--- config.mk ---
export PLATFORM = sky130hd
export DESIGN_NAME = rbst_merge
export DESIGN_NICKNAME = d
export VERILOG_FILES = /design/src/design/rbst_pkg.sv /design/src/design/rbst_merge.sv
export SDC_FILE = /design/constraint.sdc
export NUM_CORES = 1
export LEC_CHECK = 0
export BUFFER_PORTS_ARGS = -buffer_cell sky130_fd_sc_hd__buf_2
export CORE_ASPECT_RATIO = 0.5
export CORE_UTILIZATION = 54
export DETAILED_ROUTE_END_ITERATION = 12
export PLACE_DENSITY = 0.92
export SLEW_MARGIN = 0
export SYNTH_ARGS = -nofsm -noshare
export SYNTH_HDL_FRONTEND = slang
export SYNTH_SLANG_ARGS = --single-unit
--- constraint.sdc ---
create_clock -name clk -period 6.56 [get_ports clk]
set_input_delay 0.328 -clock clk [delete_from_list [all_inputs] [get_ports clk]]
set_output_delay 0.328 -clock clk [all_outputs]
set_load 0.02 [all_outputs]
--- src/design/rbst_pkg.sv ---
package rbst_pkg;

  localparam int FRAC_BITS_DEF   = 16;
  localparam int COORD_WIDTH_DEF = 32;
  localparam int NUM_AXES        = 3;
  localparam int LIMIT_W         = 16;
  localparam logic [LIMIT_W-1:0] LIMIT_RESET = 16'd1;

  // per-lane control that travels beside the slab distances
  typedef struct packed {
    logic valid;
    logic par;      // direction counts as parallel to the slab
    logic in_slab;  // origin lies within [lo, hi] on this axis
  } lane_flags_t;

endpackage

--- src/design/rbst_merge.sv ---
// Combine the three slabs: max of entries, min of exits over non-parallel slabs, then decide.
module rbst_merge import rbst_pkg::*; #(
  parameter int CW = COORD_WIDTH_DEF
) (
  input  logic                 clk,
  input  logic                 rst_n,
  input  lane_flags_t          flags  [NUM_AXES],
  input  logic signed [CW-1:0] t_near [NUM_AXES],
  input  logic signed [CW-1:0] t_far  [NUM_AXES],
  output logic                 out_valid,
  output logic                 out_hit,
  output logic signed [CW-1:0] out_t_entry
);

  logic signed [CW-1:0] near_c, far_c;
  logic                 ok_c;

  always_comb begin
    near_c = {1'b1, {(CW-1){1'b0}}};
    far_c  = {1'b0, {(CW-1){1'b1}}};
    ok_c   = 1'b1;
    for (int i = 0; i < NUM_AXES; i++) begin
      if (flags[i].par) begin
        if (!flags[i].in_slab) ok_c = 1'b0;
      end else begin
        if (t_near[i] > near_c) near_c = t_near[i];
        if (t_far[i] < far_c) far_c = t_far[i];
      end
    end
  end

  logic                 valid_a_r, ok_a_r;
  logic signed [CW-1:0] near_a_r, far_a_r;

  always_ff @(posedge clk) begin
    if (!rst_n) begin
      valid_a_r <= 1'b0;
    end else begin
      valid_a_r <= flags[0].valid;
    end
  end

  always_ff @(posedge clk) begin
    ok_a_r   <= ok_c;
    near_a_r <= near_c;
    far_a_r  <= far_c;
  end

  logic                 hit_nxt;
  logic                 valid_r, hit_r;
  logic signed [CW-1:0] t_entry_r;

  assign hit_nxt = ok_a_r && (near_a_r <= far_a_r) && !far_a_r[CW-1];

  always_ff @(posedge clk) begin
    if (!rst_n) begin
      valid_r <= 1'b0;
    end else begin
      valid_r <= valid_a_r;
    end
  end

  always_ff @(posedge clk) begin
    hit_r     <= hit_nxt;
    t_entry_r <= hit_nxt ? near_a_r : '0;
  end

  assign out_valid   = valid_r;
  assign out_hit     = hit_r;
  assign out_t_entry = t_entry_r;

endmodule

==> impl_metrics.toml, run 1 <==
[run_status]
status = "complete, no violations"

[detailed_routing]
num_vias = 7899
dr.first_iter.drc_count = 439
wl_per_cell_um = 17.3
vias_per_cell = 5.70
antenna_left = 0
postRouteWirelength_mm = 23.9
drcViolationCount = 0
firstDrtPassIters = 5

[finish]
final_layout_size_suffix_gt1_frac = 0.269
layout_common_cells = "buf_2, ha_1, inv_1"
nFillCells = 1196
finalNetCount = 1544
syn_to_final_growth_pct = 21.2
seq_area_um2 = 2000
multi_input_comb_area_um2 = 5720
final_common_cell = "buf_2"

[yosys]
synthesis.area_um2 = 8380
synth_area_leaders = "dfxtp_1, ha_1, mux2i_1, inv_1, mux2_4"
synth_edf_count = 0
seq_area_frac_synth = 0.239
ys_types = 52
avgSynthCellArea_um2 = 8.81
ys_warn_count = 0
yosysTopAreaCell = "dfxtp_1"
syn_nets = 1312
ys.flop_type = "dfxtp_1"
synth_cells = 951
yosysTopAreaCellShare = 0.239
synthArstFlopShare = 0
ys_seq_elements = 100

[floorplan]
die-height_um = 90.1
core.rowCount = 31
die_w_um = 178
core_area_um2 = 14800
die_area_um2 = 16100
io_pins = 237
start_util = 0.566

[critical_path]
cp_slowest_stage_delay_ns = 0.57
cp-start-kind = "primary input"
path_class = "in -> reg"
endpoint_kind = "register"
path_delay_family = "simple AND/OR/NAND/NOR gates"
cp_max_fo = 30
rr_worst_depth = 10
worstReg2RegEnd = "out_t_entry[31]"
worstPathRequired_ns = 6.82
critical_path_buf_inv_count = 6
reg2reg_from = "near_a_r[17]"
critPathArrivalTime_ns = 6.41
rrSetupSlack_ns = 3.47
critical-path-slowest-cell = "or4_1"

[timing]
min_period_over_period = 0.938
final_hold_viol_count = 0
maxSlewViolCount = 0
finalCriticalPeriod_ns = 6.15
holdWs_ns = 0.182
skew_ns = 0.00854
setup_slack_ns = 0.409
rsz0062_at_grt = "false"
tightestPinTransition_ns = 1.14
relSlewSlack = 0.238
fmax_mhz = 163
finalSetupViolCount = 0

[global_routing]
grt_max_degree = 61
met1_usage = 0.395
grt_pass1_wl_mm = 37.9
grtUsageMet2 = 0.490
grt.total_usage = 0.299
overflow = 0
groute.layer.met3.usage = 0.0529
antenna_found_initial = 2
top_usage_layer = "met2"
grt_pass1_vias = 7721

[pwr]
p_leak_uw = 0.00561
power_density_nw_per_um2 = 219
p_sw_uw = 815
p_sw_frac = 0.366
seq_power_share = 0.363
clock_power_share = 0.229
vdd_ir_drop_max_uv = 148
p_int_uw = 1410
p_comb_frac = 0.408

[clock_network]
cts-root-buf = "clkbuf_16"
htreeDepth = 3
cts_buffers = 9
clk_latency_ns = 0.35
cts_setup_buffers = 0
cts_sinks = 100
clockBufferDepth = 2
cts.hold.buffers_added = 0
clk_pin_slew_ns = 0.07
cts_tree = "yes"

[min_path]
whs_endpoint = "valid_a_r"
holdPathStages = 2
hold_class = "in -> reg"
hp-start = "flags[8]"

[run]
max_cap_viol_count = 0

[place]
routabilityCongestion = 0.916
place.detailed.hpwl_mm = 20.0
post-place-ws_ns = -0.00282
portBuffers = 234
[worst max path at each step]
stage / startpoint / end / cells past startpoint
2_1_floorplan: t_far[95] / far_a_r[10] / 25
3_3_place_gp: t_far[75] / far_a_r[31] / 27
3_5_place_dp: t_far[75] / far_a_r[9] / 27
4_1_cts: t_far[75] / far_a_r[9] / 27
5_1_grt: t_far[75] / far_a_r[29] / 27
6_report: t_far[72] / far_a_r[9] / 27
[stage by stage]
stage | cells | total power [uW] | cell area [um2] | utilization | setup TNS [ns]
floorplan | 951 | 1390 | 8380 | - | 0
global placement | 1370 | 1660 | 9860 | 0.665 | 0
detailed placement | 1370 | 1710 | 9860 | 0.665 | -0.00282
CTS | 1386 | 2220 | 10100 | 0.685 | 0
global route | 1386 | 2360 | 10200 | 0.685 | 0
finish | 1387 | 2220 | 10200 | 0.685 | 0
[routing by layer]
metal | wire (um) | share of wire | vias to the layer above
met3 | 1580 | 0.066 | 58
met4 | 722 | 0.030 | 2
met1 | 10900 | 0.46 | 3687
li1 | - | - | 3875
met5 | 13 | 0.00054 | -
met2 | 10700 | 0.45 | 277
[worst register-to-register path, cell delays in order, from the launching register on]
cell and delay, ns:
dfxtp_1 0.33, ha_1 0.32, a21o_1 0.18, a21o_1 0.17
a21o_1 0.17, a21o_1 0.17, a211oi_1 0.22, o31ai_1 0.14
nand3_1 0.10, o311a_1 0.83, a21boi_0 0.27
[flip-flops by register name, indices dropped and copies added, names as in the netlist]
register / cells
out_valid: 1
out_t_entry: 32
near_a_r: 32
valid_a_r: 1
far_a_r: 32
ok_a_r: 1
out_hit: 1
[synth_stat cells (4+ instances only)]
master	number
nand3_1	11
mux2_2	5
a2111oi_0	5
nand2_1	26
inv_1	133
nand4_1	35
o21ai_0	19
nor2b_1	7
a31oi_1	33
nor3_1	10
o21a_1	9
o211ai_1	4
mux2_4	30
clkbuf_1	25
mux2i_1	62
nor2_1	49
a211oi_1	4
a21o_1	37
a21boi_0	31
nor4_1	5
nand2b_1	36
a21oi_1	67
and4_1	4
or4_1	5
ha_1	158
buf_6	6
dfxtp_1	100
[area by class of cell]
| class | count | area share |
|---|---|---|
| multi-input combinational | 684 | 0.564 |
| sequential | 100 | 0.197 |
| timing repair buffer | 255 | 0.137 |
| inverter | 133 | 0.0492 |
| tap | 198 | 0.0244 |
| clock buffer | 9 | 0.0222 |
| clock inverter | 7 | 0.00579 |
| antenna | 1 | 0.000246 |
[cells by family (layout without fill, tap and decap cells)]
logic type | count (synthesis) | count (layout) | share of synthesized area
and+or+nand+nor | 204 | 204 | 0.132
adders and majority gates | 158 | 158 | 0.236
AOI/OAI and AO/OA | 225 | 225 | 0.178
DFF | 100 | 100 | 0.239
other | 0 | 1 | 0
muxes | 97 | 97 | 0.135
buffers and inverters | 167 | 404 | 0.0806
[power groups by stage]
stage | registers, uW | clock network, uW | logic [uW]
after detailed placement | 815 | 0 | 891
after global routing | 816 | 541 | 1010
final | 808 | 510 | 906
after global placement | 814 | 0 | 846
after CTS | 804 | 514 | 898
after floorplan | 835 | 0 | 556
[timing repair]
| action | 4_1_cts | 5_1_grt |
|---|---|---|
| resized for setup | 0 | 2 |
| hold endpoints to repair | 0 | 0 |
| setup endpoints to repair | 0 | 39 |
Power figures use the tool's default switching activity.
==> run 2, diff against run 1 <==
Clock period 6.56 ns to 6.61 ns, I/O delays scaled along.
==> run 2 against run 1 <==
  * Clock skew fell by 0.0033 ns
  * Hold slack better by 0.0026 ns
  * First-iteration DRC count grew 13%
  * Global-route usage decreased by 0.73 points
  * Flip-flop and latch count stayed put
  * Core utilization grew 0.14 points
  * Count of clock-buffer cells in the layout is 1 higher
  * Register-to-register slack worse by 0.08 ns
  * Non-clock buffer count decreased by 4
==> impl_metrics.toml, run 2 (synthesis gave the netlist of run 1 again) <==
[min_path]
hp-start = "flags[8]"
hold_class = "in -> reg"
whs_endpoint = "valid_a_r"
holdPathStages = 2

[critical_path]
worstPathRequired_ns = 6.86
path_cells = "clkbuf_4 > nand2b_1 > ha_1 > a21o_1 > a21o_1 > a2111oi_0 > or4_1 > o2111ai_1 > or4_4 > o211ai_4 > buf_12 > mux2_4 > ha_1 > nand4_1 > or4_1 > nor4_1 > o21ai_0 > a21oi_1 > or4_2 > buf_12 > a21oi_1 > a31oi_1"
path_delay_family = "simple AND/OR/NAND/NOR gates"
rrSetupSlack_ns = 3.39
critical-path-slowest-cell = "or4_1"
cp_slowest_stage_delay_ns = 0.60
cp_max_fo = 60
worstReg2RegEnd = "out_t_entry[1]"
path_class = "in -> reg"
critical_path_buf_inv_count = 3
rr_worst_depth = 11
reg2reg_from = "far_a_r[17]"
cp-start-kind = "primary input"
critPathArrivalTime_ns = 6.33
endpoint_kind = "register"

[timing]
fmax_mhz = 165
finalSetupViolCount = 0
finalCriticalPeriod_ns = 6.07
skew_ns = 0.00524
min_period_over_period = 0.919
final_hold_viol_count = 0
tightestPinTransition_ns = 1.13
relSlewSlack = 0.242
maxSlewViolCount = 0

[pwr]
p_leak_uw = 0.00561
power_density_nw_per_um2 = 225
vdd_ir_drop_max_uv = 145

[floorplan]
die-height_um = 90.1
io_pins = 237
start_util = 0.566
core.rowCount = 31
core_area_um2 = 14800
die_w_um = 178
die_area_um2 = 16100

[place]
routabilityCongestion = 0.902
postPlaceCellArea_um2 = 9830
portBuffers = 234
place.detailed.hpwl_mm = 19.8

[clock_network]
cts.hold.buffers_added = 0
cts_sinks = 100
cts_setup_buffers = 0
clk_latency_ns = 0.35
htreeDepth = 3
cts-root-buf = "clkbuf_16"
cts_tree = "yes"
cts_buffers = 9
clk_pin_slew_ns = 0.07
clockBufferDepth = 2

[finish]
finalNetCount = 1540
syn_to_final_growth_pct = 21.4
layout_common_cells = "buf_2, ha_1, inv_1"
final_common_cell = "buf_2"
final_layout_size_suffix_gt1_frac = 0.266
final_area_um2 = 10200
utilization = 0.687

[detailed_routing]
antenna_left = 0
wl_per_cell_um = 17.4
drcViolationCount = 0
dr.first_iter.drc_count = 496
num_vias = 7856
firstDrtPassIters = 5
postRouteWirelength_mm = 24.0
vias_per_cell = 5.68

[global_routing]
overflow = 0
grt_pass1_wl_mm = 37.1
grt_pass1_vias = 7566
grt.total_usage = 0.292
antenna_found_initial = 1
grt_max_degree = 61

[run_status]
status = "complete, no violations"

[run]
max_cap_viol_count = 0
==> run 2: final cells by class <==
type                    count  area, um2
inverters                 133        499
diodes                      1       2.50
well taps                 198        248
clock inverters             6       96.3
clock buffers              10        239
fillers                  1124       4640
flip-flops and latches    100       2000
repair buffers            251       1360
multi-input cells         684       5720
==> run 2: where the power goes <==
group / leakage (uW) / internal (uW) / total (uW) / switching [uW]
logic: 0.00461 / 405 / 898 / 494
clock network: 0.000161 / 346 / 587 / 241
registers: 0.000833 / 729 / 802 / 72.5
==> run 2: repair_timing <==
action,CTS,global route
resized for setup,0,2
endpoints found under the setup margin,0,54
hold endpoints to repair,0,0
==> run 2: how the worst max path moves through the flow <==
stage	start	depth (start not counted)	end	slack, ns
after detailed placement	flags[7]	22	near_a_r[14]	0.16
final	flags[7]	22	near_a_r[14]	0.54
after global routing	flags[7]	22	near_a_r[14]	-0.0007
after CTS	flags[7]	22	near_a_r[14]	0.48
after global placement	t_far[75]	28	far_a_r[26]	0.29
after floorplan	t_far[95]	25	far_a_r[10]	0.89
==> run 2: through the flow <==
stage	std cells	TNS, ns	hold WS (ns)	setup WS [ns]	total power (uW)
2_1_floorplan	951	0	0.412	0.886	1380
3_3_place_gp	1366	0	0.416	0.288	1650
3_5_place_dp	1366	0	0.420	0.158	1690
4_1_cts	1382	0	0.182	0.484	2270
5_1_grt	1383	-0.000734	0.182	-0.000734	2410
6_report	1383	0	0.185	0.537	2290
==> run 2: routing by layer <==
metal  vias to the layer above  track usage  part of all wire
met5                         -            0                 0
met4                         0       0.0996             0.027
met3                        51       0.0444             0.060
met2                       256        0.475              0.44
met1                      3670        0.391              0.47
li1                       3879            -                 -
